### src/rtl/core/rfus_pkg.sv
// shared types, widths and codes of the regularized flow update solver
package rfus_pkg;

  localparam int WW     = 16;
  localparam int PRW    = 2 * WW;
  localparam int ACCW   = 36;
  localparam int JW     = 38;
  localparam int MW     = 2 * JW;
  localparam int PW     = MW + 1;
  localparam int NW     = PW + 8;
  localparam int QSTEPS = 18;
  localparam int TW     = PW + QSTEPS - 1;
  localparam int MCW    = $clog2(JW);
  localparam int DCW    = $clog2(QSTEPS);
  localparam int QDEPTH = 2;
  localparam int QAW    = (QDEPTH > 1) ? $clog2(QDEPTH) : 1;
  localparam int QCW    = $clog2(QDEPTH + 1);
  localparam int CFG_IW = 2;

  localparam logic [CFG_IW-1:0] REG_ZERO   = CFG_IW'(0);
  localparam logic [CFG_IW-1:0] REG_SAME   = CFG_IW'(1);
  localparam logic [CFG_IW-1:0] REG_SMOOTH = CFG_IW'(2);

  localparam logic [WW-1:0] RST_ZERO   = WW'(0);
  localparam logic [WW-1:0] RST_SAME   = WW'(655);
  localparam logic [WW-1:0] RST_SMOOTH = WW'(655);

  typedef struct packed {
    logic signed [WW-1:0] channel_diff;
    logic signed [WW-1:0] grad_x_sum;
    logic signed [WW-1:0] grad_y_sum;
    logic signed [WW-1:0] flow_x;
    logic signed [WW-1:0] flow_y;
    logic signed [WW-1:0] flow_dx_x;
    logic signed [WW-1:0] flow_dx_y;
    logic signed [WW-1:0] flow_dy_x;
    logic signed [WW-1:0] flow_dy_y;
    logic                 last_channel;
  } in_item_t;

  typedef struct packed {
    logic signed [WW-1:0] update_x;
    logic signed [WW-1:0] update_y;
    logic                 singular;
  } out_item_t;

  typedef struct packed {
    logic signed [JW-1:0] a;
    logic signed [JW-1:0] b;
    logic signed [JW-1:0] c;
    logic signed [JW-1:0] rx;
    logic signed [JW-1:0] ry;
  } job_t;

  typedef enum logic [5:0] {
    S_IDLE    = 6'b000001,
    S_LOAD    = 6'b000010,
    S_MUL     = 6'b000100,
    S_DIVLOAD = 6'b001000,
    S_DIV     = 6'b010000,
    S_OUT     = 6'b100000
  } solve_state_t;

endpackage

### src/rtl/core/rfus_queue.sv
// short job queue between front end and solver
module rfus_queue (
  input  logic                      clk,
  input  logic                      rst_n,
  input  logic                      push,
  input  rfus_pkg::job_t            job_in,
  input  logic                      pop,
  output rfus_pkg::job_t            head,
  output logic                      empty,
  output logic [rfus_pkg::QCW-1:0]  count
);
  import rfus_pkg::*;

  job_t           mem_r [QDEPTH];
  logic [QAW-1:0] wr_ptr_r, rd_ptr_r;
  logic [QCW-1:0] count_r;
  logic           do_pop;

  assign empty  = (count_r == '0);
  assign count  = count_r;
  assign head   = mem_r[rd_ptr_r];
  assign do_pop = pop && !empty;

  always_ff @(posedge clk) begin
    if (push) mem_r[wr_ptr_r] <= job_in;
  end

  always_ff @(posedge clk) begin
    if (!rst_n) begin
      wr_ptr_r <= '0;
      rd_ptr_r <= '0;
      count_r  <= '0;
    end else begin
      if (push) wr_ptr_r <= (wr_ptr_r == QAW'(QDEPTH-1)) ? '0 : wr_ptr_r + 1'b1;
      if (do_pop) rd_ptr_r <= (rd_ptr_r == QAW'(QDEPTH-1)) ? '0 : rd_ptr_r + 1'b1;
      count_r <= count_r + QCW'(push) - QCW'(do_pop);
    end
  end

endmodule

### config.mk
export PLATFORM = sky130hd
export DESIGN_NAME = rfus_queue
export DESIGN_NICKNAME = d
export VERILOG_FILES = /design/src/rtl/core/rfus_pkg.sv /design/src/rtl/core/rfus_queue.sv
export SDC_FILE = /design/constraint.sdc
export NUM_CORES = 1
export LEC_CHECK = 0
export BUFFER_PORTS_ARGS = -buffer_cell sky130_fd_sc_hd__buf_2
export CAP_MARGIN = 0
export CORE_ASPECT_RATIO = 1.25
export CORE_MARGIN = 3
export CORE_UTILIZATION = 35
export DETAILED_ROUTE_END_ITERATION = 8
export GPL_TIMING_DRIVEN = 0
export PLACE_DENSITY = 0.58
export SETUP_SLACK_MARGIN = 0.05
export SLEW_MARGIN = 20
export SYNTH_ARGS = -nofsm -noshare
export SYNTH_HDL_FRONTEND = slang
export SYNTH_SLANG_ARGS = --single-unit
### constraint.sdc
create_clock -name clk -period 22.7 [get_ports clk]
set_clock_uncertainty 0.2 [all_clocks]
set_input_delay 3.405 -clock clk [delete_from_list [all_inputs] [get_ports clk]]
set_output_delay 3.405 -clock clk [all_outputs]
set_load 0.02 [all_outputs]
==> impl_metrics.env <==
export IMPL_placed_area_sq_um=17300
export IMPL_power_density_nw_per_um2=103.2
export IMPL_tns_ns=0
export IMPL_final_cells=1642
export IMPL_yosys_warnings=0
export IMPL_std_cell_rows=82
export IMPL_syn2layout_area_growth_pct=30.18
export IMPL_cp_num_buf_inv=4
export IMPL_synth_seq_cells=385
export IMPL_synthSimpleGateAreaFrac=0.003141
export IMPL_drive_gt1_frac=0.6212
export IMPL_cts_setup_buffers=0
export IMPL_routedWlPerCell_um=18.41
export IMPL_crit_path_max_incr_delay_ns=0.32
export IMPL_nNetsFinal=1251
export IMPL_ir_worst_vdd_mv=0.08033
export IMPL_fmax_mhz=180.1
export IMPL_cp_end_kind="output pin"
export IMPL_switching_power_mw=0.5089
export IMPL_grt_usage=0.1357
export IMPL_synthAdderAreaFrac=0.001745
export IMPL_tightest_slew_ns=0.7148
export IMPL_place_inst=1559
export IMPL_ctsHoldBuffers=0
export IMPL_clockBufferDepth=3
export IMPL_gr_total_overflow=0
export IMPL_hold_viol=0
export IMPL_regArea_sq_um=11510
export IMPL_cts_sinks=385
export IMPL_finalPower_mw=1.927
export IMPL_start_util=0.3557
export IMPL_netlist_area_sq_um=14340
export IMPL_drt_total_wl_mm=30.24
export IMPL_cts_max_level=2
export IMPL_cts_resized=0
export IMPL_clockRootBuffer="clkbuf_16"
export IMPL_grt_max_degree=49
export IMPL_synthCells=613
export IMPL_synthXorXnorAreaFrac=0.001570
export IMPL_synth_area_mux_share=0.1768
export IMPL_netSwitchingFraction=0.2641
export IMPL_num_io_pins=387
export IMPL_power_leakage_nw=7.154
export IMPL_viasPerCell=4.418
export IMPL_cp_top_family="buffers and inverters"
export IMPL_die_w_um=187.1
export IMPL_period_needed_ns=5.552
export IMPL_cts_buffers=40
export IMPL_place_congestion=0.7129
export IMPL_maxCapViolCount=0
export IMPL_grt_pass1_wl_mm=45.53
export IMPL_io_buffers=386
export IMPL_cts_tree="yes"
export IMPL_combPwrFrac=0.224
export IMPL_antenna_left=0
export IMPL_critPathMostFrequentCell="buf_6"
export IMPL_ys_types=16
export IMPL_syn_area_per_cell_sq_um=23.40
export IMPL_min_path_type="reg2reg"
export IMPL_fin_crit_sh=0.2446
export IMPL_core_sq_um=40320
export IMPL_ys_seq_area_frac=0.8027
export IMPL_cp_start_kind="register"
export IMPL_worstSetupPathType="reg2out"
export IMPL_path_cells="buf_6 -> buf_6 -> buf_6 -> mux2_4 -> buf_2"
export IMPL_crit_required_ns=19.10
export IMPL_pwr_share_clk=0.343
export IMPL_antenna_found_initial=12
export IMPL_crit_fanout=10
export IMPL_n_fill_cell=3503
export IMPL_setup_violations=0
export IMPL_synth_compound_area_share=0.001047
export IMPL_pre_cts_ws_ns=17.25
export IMPL_drtIter0Drc=246
export IMPL_status="finished, final reports clean"
export IMPL_worstSkewPairLatency_ns=0.51
export IMPL_multi_input_area_sq_um=2653
export IMPL_synth_top_family_by_area="multiplexers"
export IMPL_drt_pre_antenna_iters=5
export IMPL_design_area_sq_um=18670
export IMPL_post_route_util=0.4630
export IMPL_pwr_share_seq=0.433
export IMPL_rsz0062_at_grt="false"
export IMPL_cp_arrival_ns=1.95
export IMPL_die_area_sq_um=43450
export IMPL_vias=7255
export IMPL_hold_ws_ns=0.2786
export IMPL_post_dp_hpwl_mm=21.42
export IMPL_synth_net_count=809
export IMPL_grt_pass1_vias=7733
export IMPL_setup_ws_ns=17.15
export IMPL_drv_slew=0
export IMPL_power_internal_mw=1.418
export IMPL_path_clk_slew_ns=0.06
export IMPL_crit_slowest_cell="dfxtp_1"
export IMPL_drcViolationCount=0
export IMPL_die_y_um=232.3
export IMPL_maxSlewHeadroom=0.5224
[metal layers]
layer	part of all wire	wire, um	track usage	vias to the layer above
li1	-	-	-	3363
met1	0.37	11210	0.1528	3551
met2	0.51	15390	0.2347	280
met3	0.087	2645	0.05149	57
met4	0.032	966	0.05176	4
met5	0.0010	31	0	-
[state kept, by name (all words and copies together) (netlist names), named ones only]
signal / count
rd_ptr_r: 1
count: 2
wr_ptr_r: 1
mem_r: 380
[tightest hold or removal path: cells and delay by family (launching register included)]
family | cells | cell delay [ns]
and+or+nand+nor | 1 | 0.07
DFF | 1 | 0.30
muxes | 1 | 0.06
[final cells by class]
class	instances	area share
clock inverters	27	0.01602
flip-flops and latches	385	0.6166
diodes	11	0.001474
plain buffers	21	0.009651
well taps	546	0.03659
clock buffers	45	0.05576
multi-input cells	205	0.1421
repair buffers	400	0.1214
inverters	2	0.0004021
[power groups by stage]
| stage | Combinational (mW) | Clock [mW] | Sequential (mW) |
|---|---|---|---|
| 6_report | 0.432 | 0.661 | 0.834 |
| 5_1_grt | 0.461 | 0.710 | 0.838 |
| 4_1_cts | 0.443 | 0.684 | 0.834 |
| 3_5_place_dp | 0.442 | 0 | 0.849 |
| 3_3_place_gp | 0.429 | 0 | 0.863 |
| 2_1_floorplan | 0.294 | 0 | 0.858 |
[cell families (layout without fill, tap and decap cells)]
| family | Yosys count | after routing |
|---|---|---|
| compound gates | 2 | 2 |
| xor+xnor | 1 | 1 |
| fa+ha+maj | 2 | 2 |
| buf+inv | 23 | 495 |
| flops | 385 | 385 |
| mux | 192 | 192 |
| other cells | 0 | 11 |
| simple gates | 8 | 8 |
[cell usage after synthesis (all sizes together)]
| cell | n | share of area |
|---|---|---|
| ha | 2 | 0.0017 |
| and2 | 2 | 0.00087 |
| edfxtp | 380 | 0.80 |
| nor2 | 1 | 0.00026 |
| nor2b | 3 | 0.0013 |
| o21a | 2 | 0.0010 |
| mux2 | 190 | 0.18 |
| mux2i | 2 | 0.0014 |
| dfxtp | 5 | 0.0070 |
| nand2b | 1 | 0.00044 |
| inv | 2 | 0.00052 |
| buf | 21 | 0.013 |
| xnor3 | 1 | 0.0016 |
| nand2 | 1 | 0.00026 |
[cells in the final DEF (no fill, tap or decap), types with 2 or more instances in the layout]
master / Yosys / layout
dfxtp_1: 5 / 5
buf_6: 12 / 12
mux2_4: 100 / 100
mux2i_1: 2 / 2
buf_16: 0 / 8
clkinv_2: 0 / 6
o21a_1: 2 / 2
diode_2: 0 / 11
buf_2: 9 / 395
edfxtp_1: 380 / 380
mux2_2: 90 / 90
bufinv_16: 0 / 6
clkbuf_16: 0 / 41
clkbuf_1: 0 / 4
nor2b_1: 3 / 2
inv_1: 2 / 2
buf_12: 0 / 5
ha_1: 2 / 2
clkinv_1: 0 / 7
inv_6: 0 / 2
clkinvlp_4: 0 / 6
[worst paths after layout]
path                              start                       to  slack [ns]  depth (start not counted)
setup / recovery               register                head[126]       17.15                          5
hold / removal    rd_ptr_r$_SDFFE_PN0P_    rd_ptr_r$_SDFFE_PN0P_        0.28                          2
setup reg to reg  wr_ptr_r$_SDFFE_PN0P_  mem_r[0][174]$_DFFE_PP_       20.57                          4
hold reg to reg   rd_ptr_r$_SDFFE_PN0P_    rd_ptr_r$_SDFFE_PN0P_        0.28                          2
Note: power is estimated with default switching activity, not from simulation.
