**config.mk**
```make
export PLATFORM = sky130hd
export DESIGN_NAME = rfus_solver
export DESIGN_NICKNAME = d
export VERILOG_FILES = /design/src/rtl/core/rfus_pkg.sv /design/src/rtl/core/rfus_solver.sv
export SDC_FILE = /design/constraint.sdc
export NUM_CORES = 2
export LEC_CHECK = 0
export ABC_CLOCK_PERIOD_IN_PS = 17510
export BUFFER_PORTS_ARGS = -buffer_cell sky130_fd_sc_hd__buf_4
export CORE_MARGIN = 1.5
export CORE_UTILIZATION = 63
export DETAILED_ROUTE_END_ITERATION = 6
export GPL_ROUTABILITY_DRIVEN = 0
export PLACE_DENSITY_LB_ADDON = 0.3
export SETUP_SLACK_MARGIN = 0.1
export SLEW_MARGIN = 20
export SYNTH_ARGS = -nofsm -noshare
export SYNTH_HDL_FRONTEND = slang
export SYNTH_SLANG_ARGS = --single-unit
```
**constraint.sdc**
```tcl
create_clock -name clk -period 17.51 [get_ports clk]
set_input_delay 0.8755 -clock clk [delete_from_list [all_inputs] [get_ports clk]]
set_output_delay 0.8755 -clock clk [all_outputs]
set_load 0.005 [all_outputs]
```
**src/rtl/core/rfus_pkg.sv**
```systemverilog
// shared types, widths and codes of the regularized flow update solver
package rfus_pkg;

  localparam int WW     = 16;
  localparam int PRW    = 2 * WW;
  localparam int ACCW   = 36;
  localparam int JW     = 38;
  localparam int MW     = 2 * JW;
  localparam int PW     = MW + 1;
  localparam int NW     = PW + 8;
  localparam int QSTEPS = 18;
  localparam int TW     = PW + QSTEPS - 1;
  localparam int MCW    = $clog2(JW);
  localparam int DCW    = $clog2(QSTEPS);
  localparam int QDEPTH = 2;
  localparam int QAW    = (QDEPTH > 1) ? $clog2(QDEPTH) : 1;
  localparam int QCW    = $clog2(QDEPTH + 1);
  localparam int CFG_IW = 2;

  localparam logic [CFG_IW-1:0] REG_ZERO   = CFG_IW'(0);
  localparam logic [CFG_IW-1:0] REG_SAME   = CFG_IW'(1);
  localparam logic [CFG_IW-1:0] REG_SMOOTH = CFG_IW'(2);

  localparam logic [WW-1:0] RST_ZERO   = WW'(0);
  localparam logic [WW-1:0] RST_SAME   = WW'(655);
  localparam logic [WW-1:0] RST_SMOOTH = WW'(655);

  typedef struct packed {
    logic signed [WW-1:0] channel_diff;
    logic signed [WW-1:0] grad_x_sum;
    logic signed [WW-1:0] grad_y_sum;
    logic signed [WW-1:0] flow_x;
    logic signed [WW-1:0] flow_y;
    logic signed [WW-1:0] flow_dx_x;
    logic signed [WW-1:0] flow_dx_y;
    logic signed [WW-1:0] flow_dy_x;
    logic signed [WW-1:0] flow_dy_y;
    logic                 last_channel;
  } in_item_t;

  typedef struct packed {
    logic signed [WW-1:0] update_x;
    logic signed [WW-1:0] update_y;
    logic                 singular;
  } out_item_t;

  typedef struct packed {
    logic signed [JW-1:0] a;
    logic signed [JW-1:0] b;
    logic signed [JW-1:0] c;
    logic signed [JW-1:0] rx;
    logic signed [JW-1:0] ry;
  } job_t;

  typedef enum logic [5:0] {
    S_IDLE    = 6'b000001,
    S_LOAD    = 6'b000010,
    S_MUL     = 6'b000100,
    S_DIVLOAD = 6'b001000,
    S_DIV     = 6'b010000,
    S_OUT     = 6'b100000
  } solve_state_t;

endpackage

```
**src/rtl/core/rfus_solver.sv**
```systemverilog
// back end: shift-add products, determinant, restoring quotients, result register
module rfus_solver (
  input  logic                clk,
  input  logic                rst_n,
  input  rfus_pkg::job_t      job,
  input  logic                job_valid,
  output logic                job_pop,
  output rfus_pkg::out_item_t out_data,
  output logic                out_empty,
  input  logic                out_pop
);
  import rfus_pkg::*;

  localparam logic [2:0] OP_AC  = 3'd0;
  localparam logic [2:0] OP_BB  = 3'd1;
  localparam logic [2:0] OP_CRX = 3'd2;
  localparam logic [2:0] OP_BRY = 3'd3;
  localparam logic [2:0] OP_ARY = 3'd4;
  localparam logic [2:0] OP_BRX = 3'd5;
  localparam logic [QSTEPS-1:0] Q_MAXP = QSTEPS'(32767);
  localparam logic [QSTEPS-1:0] Q_MAXN = QSTEPS'(32768);

  solve_state_t state_r, state_nxt;
  job_t                  job_r;
  logic [2:0]            op_r;
  logic [MW-1:0]         acc_r, mc_r, acc_sum;
  logic [JW-1:0]         mp_r;
  logic [MCW-1:0]        mcnt_r;
  logic                  mneg_r;
  logic signed [PW-1:0]  tmp_r, det_r, nx_r, ny_r, prod_u, prod_s, comb;
  logic signed [JW-1:0]  opx, opy;
  logic [NW-1:0]         rem_r;
  logic [TW-1:0]         dsh_r;
  logic [QSTEPS-1:0]     quot_r, quot_nxt;
  logic [DCW-1:0]        dcnt_r;
  logic                  dneg_r, sel_r, ge, mul_done, div_done;
  logic signed [PW-1:0]  num;
  logic [WW-1:0]         qsat;
  logic signed [WW-1:0]  ux_r, uy_r;
  logic                  sing_r;
  out_item_t             res_r;
  logic                  res_valid_r, res_load;

  function automatic logic [JW-1:0] mag_j(input logic signed [JW-1:0] v);
    return v[JW-1] ? JW'(-v) : JW'(v);
  endfunction

  function automatic logic [PW-1:0] mag_p(input logic signed [PW-1:0] v);
    return v[PW-1] ? PW'(-v) : PW'(v);
  endfunction

  always_comb begin
    unique case (op_r)
      OP_AC:   begin opx = job_r.a; opy = job_r.c;  end
      OP_BB:   begin opx = job_r.b; opy = job_r.b;  end
      OP_CRX:  begin opx = job_r.c; opy = job_r.rx; end
      OP_BRY:  begin opx = job_r.b; opy = job_r.ry; end
      OP_ARY:  begin opx = job_r.a; opy = job_r.ry; end
      OP_BRX:  begin opx = job_r.b; opy = job_r.rx; end
      default: begin opx = job_r.a; opy = job_r.c;  end
    endcase
  end

  assign acc_sum  = acc_r + (mp_r[0] ? mc_r : '0);
  assign prod_u   = $signed({1'b0, acc_sum});
  assign prod_s   = mneg_r ? -prod_u : prod_u;
  assign comb     = tmp_r - prod_s;
  assign mul_done = (mcnt_r == MCW'(JW-1));

  assign num      = sel_r ? ny_r : nx_r;
  assign ge       = ({{(TW-NW){1'b0}}, rem_r} >= dsh_r);
  assign quot_nxt = {quot_r[QSTEPS-2:0], ge};
  assign div_done = (dcnt_r == '0);

  always_comb begin
    if (dneg_r) begin
      qsat = (quot_nxt > Q_MAXN) ? 16'h8000 : (~quot_nxt[WW-1:0]) + 16'd1;
    end else begin
      qsat = (quot_nxt > Q_MAXP) ? 16'h7FFF : quot_nxt[WW-1:0];
    end
  end

  assign res_load  = (state_r == S_OUT) && (!res_valid_r || out_pop);
  assign job_pop   = (state_r == S_IDLE) && job_valid;
  assign out_empty = !res_valid_r;
  assign out_data  = res_r;

  always_comb begin
    state_nxt = state_r;
    unique case (state_r)
      S_IDLE:    if (job_valid) state_nxt = S_LOAD;
      S_LOAD:    state_nxt = S_MUL;
      S_MUL:     if (mul_done) state_nxt = (op_r == OP_BRX) ? S_DIVLOAD : S_LOAD;
      S_DIVLOAD: state_nxt = (det_r == '0) ? S_OUT : S_DIV;
      S_DIV:     if (div_done) state_nxt = sel_r ? S_OUT : S_DIVLOAD;
      S_OUT:     if (res_load) state_nxt = S_IDLE;
      default:   state_nxt = S_IDLE;
    endcase
  end

  always_ff @(posedge clk) begin
    if (!rst_n) begin
      state_r     <= S_IDLE;
      res_valid_r <= 1'b0;
    end else begin
      state_r <= state_nxt;
      if (res_load) res_valid_r <= 1'b1;
      else if (out_pop) res_valid_r <= 1'b0;
    end
  end

  always_ff @(posedge clk) begin
    unique case (state_r)
      S_IDLE: begin
        if (job_valid) job_r <= job;
        op_r  <= OP_AC;
        sel_r <= 1'b0;
      end
      S_LOAD: begin
        mc_r   <= MW'(mag_j(opx));
        mp_r   <= mag_j(opy);
        mneg_r <= opx[JW-1] ^ opy[JW-1];
        acc_r  <= '0;
        mcnt_r <= '0;
      end
      S_MUL: begin
        acc_r  <= acc_sum;
        mc_r   <= mc_r << 1;
        mp_r   <= mp_r >> 1;
        mcnt_r <= mcnt_r + MCW'(1);
        if (mul_done) begin
          op_r <= op_r + 3'd1;
          if (!op_r[0]) begin
            tmp_r <= prod_s;
          end else begin
            unique case (op_r)
              OP_BB:   det_r <= comb;
              OP_BRY:  nx_r  <= comb;
              default: ny_r  <= comb;
            endcase
          end
        end
      end
      S_DIVLOAD: begin
        if (det_r == '0) begin
          ux_r   <= '0;
          uy_r   <= '0;
          sing_r <= 1'b1;
        end else begin
          sing_r <= 1'b0;
          dneg_r <= num[PW-1] ^ det_r[PW-1];
          rem_r  <= {mag_p(num), 8'b0};
          dsh_r  <= {mag_p(det_r), {(QSTEPS-1){1'b0}}};
          quot_r <= '0;
          dcnt_r <= DCW'(QSTEPS-1);
        end
      end
      S_DIV: begin
        if (ge) rem_r <= rem_r - dsh_r[NW-1:0];
        dsh_r  <= dsh_r >> 1;
        quot_r <= quot_nxt;
        dcnt_r <= dcnt_r - DCW'(1);
        if (div_done) begin
          sel_r <= 1'b1;
          if (sel_r) uy_r <= $signed(qsat);
          else ux_r <= $signed(qsat);
        end
      end
      S_OUT: begin
        if (res_load) begin
          res_r.update_x <= ux_r;
          res_r.update_y <= uy_r;
          res_r.singular <= sing_r;
        end
      end
      default: ;
    endcase
  end

endmodule

```
==> impl_summary.md <==
Critical path
STA puts the critical path data arrival time at 10.07 ns. The slowest stage of the critical path is the sky130_fd_sc_hd__xnor2_1 cell. The launching element type of the critical path is a register. The required time of the worst setup path is 17.93 ns.

The critical path capture point type is a register. The worst setup path is of the reg -> reg kind. By instance count, the cell type seen most on the critical path is sky130_fd_sc_hd__o21ai_1.

The worst-path maximum fanout is 76. The biggest cell delay along the critical path is 0.50 ns.

Yosys
Yosys mapped the design onto 111 distinct sky130hd cell types. The most frequently used flop master after synthesis is sky130_fd_sc_hd__edfxtp_1. Counting flops with an async set or reset pin after synthesis yields a share of 0%. In this run the cell area of the synthesized design comes to 57700 sq um. The sequential fraction of the synthesis area is 50.6%. The number of instances in the synthesized netlist is roughly 5500. The number of warnings reported in the yosys synthesis log is 0. Counting flops with a built-in enable in the synthesized netlist gives 967. Counting every net in the synthesized netlist gives about 6000. In this run, synthesis produced a sequential element count of 974. The per-instance average area after synthesis is 10.4 sq um.

Routing
For this run, design rule violations remaining after detail routing come to 12. In this run the remaining antenna-violating nets after routing total 0. The first routing iteration left 4868 violations. After detailed routing, the number of vias per cell comes to 6.27.

The total via count in the routed design is roughly 44000. Summed over all layers, the routed wires come to 136000 um. The number of optimization iterations in the first detailed-route pass is 7. Dividing the detail-routed wire length by the instance count gives 19.6 um.

GRT
The global routing usage summed across all routing layers is 28.7%. The number of antenna violations at the first check in global routing came to 1. The via count of the first global-routing pass is 41449. The first global-routing pass estimated 218000 um of wire. The total grt overflow is 0. The pin count of the biggest net entering global routing is around 170.

Clocking
TritonCTS built the clock tree. The clock passes through at most 3 buffers. The clock edge transition at the registers on the reported setup and hold paths is about 0.06 ns.

For this design, the sink count on the clock tree is about 1000. For this design, the CTS-stage hold fixing added 0 buffers. The clock tree root buffer cell is sky130_fd_sc_hd__clkbuf_16. Clock tree synthesis inserted a total of 101 buffers.

In this run the number of H-tree levels came out at 3. Post-CTS timing repair inserted 0 buffers for setup. The number of gates resized after cts is 0. The clock latency on the worst-skew pair is 0.70 ns.

STA
The total count of hold-check failures in the final report is 0. The number of max-slew violations in the final report came to 0. The worst slew slack as a fraction of its limit is 23.3%. Based on the critical path, the design can be clocked at up to 104 MHz. Setup repair after global routing left no endpoint under its margin. Clock skew on the completed layout was measured at 0.0335 ns. The final worst-path cycle share is 55.1%. Setup violations remaining at the end of the flow were counted as 0. The worst-margin pin slew is 1.14 ns. Setup total negative slack on the finished layout was measured at 0 ns. For the finished layout, the period the worst path requires is about 9.7 ns.

Die
The height of the chip is 306 um. After floorplanning, the core was divided into 110 placement rows. The width of the die is 306 um. The die covers 93300 sq um. The placeable core region is 90300 sq um. The number of top-level pins is around 230. The effective utilization at floorplan is 63.9%.

Layout
The final cell count without fillers is roughly 6900. After the last flow step, the layout net total stands at 6117. The number of antenna diodes in the final layout is 0. The area added between synthesis and finish is 10.6%. The finished cells cover approximately 64000 sq um. The share of the core filled with cells in the final layout is 70.6%. The fraction of layout cells with a size suffix above 1 is about a tenth.

Power
IR analysis of the VDD net gives a maximum drop of 132 uV. After layout, the design draws a total of about 0.0096 W. In this run the static leakage power is 23.8 nW. In this run the power density over the cells is ~150 nW/um^2.

Outcome
The run finished, with violations left. The checks that failed: DRC.

Place
Buffers placed on the I/O ports in this run total 228. Counting tap cells, the placed design contains a total of slightly below 7000 instances. Once detailed placement completed, the half-perimeter wirelength came to 98100 um.

The placed instances occupy a cell area of 60400 sq um.

Run
Max-cap violations in this run came to 0.

Hold path
The worst min-delay path class is in -> reg.
[worst paths after layout]
check | startpoint | to | slack (ns) | cells past startpoint
worst min-delay path | job[162] | job_r[162]$_DFFE_PP_ | 0.35 | 1
worst min register to register | ux_r[6]$_DFFE_PP_ | out_data[23]$_DFFE_PP_ | 0.42 | 0
worst max register to register | mp_r[0]$_DFFE_PP_ | det_r[76]$_DFFE_PP_ | 7.85 | 38
worst max-delay path | mp_r[0]$_DFFE_PP_ | det_r[76]$_DFFE_PP_ | 7.85 | 38
[power breakdown]
group | internal, W | switching (W) | total, W
logic | 0.00144 | 0.00265 | 0.00409
clock network | 0.00128 | 0.000918 | 0.00219
registers | 0.00324 | 0.0000846 | 0.00332
total | 0.00596 | 0.00365 | 0.00961
[registers in the layout (all words and copies together), names as in the netlist, 76 cells and up]
register and flops:
acc_r 76, det_r 77, dsh_r 94, job_r 190, mc_r 76, nx_r 77, ny_r 77, rem_r 85
tmp_r 77
[layout by cell type, fill, tap and decap left out, types with 23 or more instances in the layout]
cell	n
sky130_fd_sc_hd__nor3_1	111
sky130_fd_sc_hd__or3_1	57
sky130_fd_sc_hd__nor4_1	32
sky130_fd_sc_hd__o21bai_1	36
sky130_fd_sc_hd__o31ai_1	67
sky130_fd_sc_hd__a21o_1	142
sky130_fd_sc_hd__nand2b_1	47
sky130_fd_sc_hd__a22oi_1	42
sky130_fd_sc_hd__buf_4	266
sky130_fd_sc_hd__a211oi_1	34
sky130_fd_sc_hd__a222oi_1	36
sky130_fd_sc_hd__nand2_1	529
sky130_fd_sc_hd__ha_1	232
sky130_fd_sc_hd__inv_1	265
sky130_fd_sc_hd__or4_1	25
sky130_fd_sc_hd__or2_2	28
sky130_fd_sc_hd__nand3_1	103
sky130_fd_sc_hd__clkbuf_16	102
sky130_fd_sc_hd__xor2_1	242
sky130_fd_sc_hd__and2_1	188
sky130_fd_sc_hd__a31oi_1	39
sky130_fd_sc_hd__o211ai_1	23
sky130_fd_sc_hd__xnor2_1	251
sky130_fd_sc_hd__nor2b_1	45
sky130_fd_sc_hd__nand4_1	43
sky130_fd_sc_hd__edfxtp_1	967
sky130_fd_sc_hd__nor2_1	377
sky130_fd_sc_hd__a21oi_1	340
sky130_fd_sc_hd__and3_1	67
sky130_fd_sc_hd__o21a_1	34
sky130_fd_sc_hd__mux2i_1	77
sky130_fd_sc_hd__o21ai_0	498
[cell usage after synthesis, drive strengths merged, types with 58 or more instances]
library cell,count,area share (%)
edfxtp,967,50
nand2,529,3.4
o21ai,521,4.6
nor2,381,2.5
a21oi,348,3.1
inv,267,1.7
xnor2,253,3.9
xor2,242,3.7
ha,232,5.0
and2,190,2.1
clkbuf,177,1.2
a21o,142,1.8
nor3,115,1.0
nand3,103,0.89
mux2i,78,1.4
o31ai,69,0.92
and3,67,0.73
or3,58,0.64
[final cells by class]
type,count,area [sq um]
well taps,1176,1470
fillers,6369,26500
inverters,268,1010
repair buffers,268,2030
clock inverters,69,800
clock buffers,111,2590
flip-flops and latches,974,29200
multi-input cells,4075,26700
[critical path: cells and delay by family, from the launching register on]
family | cells | cell delay (ns)
compound gates | 20 | 4.59
xor+xnor | 3 | 0.85
fa+ha+maj | 5 | 1.66
buf+inv | 3 | 0.60
flops | 1 | 0.33
simple gates | 7 | 1.31
[logic make-up (layout without fill, tap and decap cells)]
logic type	Yosys count	after routing	share of synthesized area [%]
buffers and inverters	495	716	3.31
XOR/XNOR	497	497	7.62
AO/OA/AOI/OAI	1502	1502	16.6
AND/OR/NAND/NOR	1732	1732	14.8
multiplexers	90	90	1.59
flip-flops	974	974	50.6
adder cells (fa/ha/maj)	254	254	5.47
[layer usage]
layer | vias up | global-route usage (%) | part of all wire, %
met5 | - | 0 | 0.0074
met1 | 20699 | 39.8 | 43
met2 | 1798 | 46.8 | 47
met4 | 2 | 9.28 | 2.9
met3 | 267 | 4.01 | 7.4
li1 | 20742 | - | -
[stage by stage]
step / setup WS, ns / hold WS, ns
floorplan: 2.83 / 0.400
global placement: 8.31 / 0.401
detailed placement: 8.00 / 0.405
CTS: 7.92 / 0.309
global route: 7.08 / 0.318
finish: 7.85 / 0.354
Note: power is estimated with default switching activity, not from simulation.
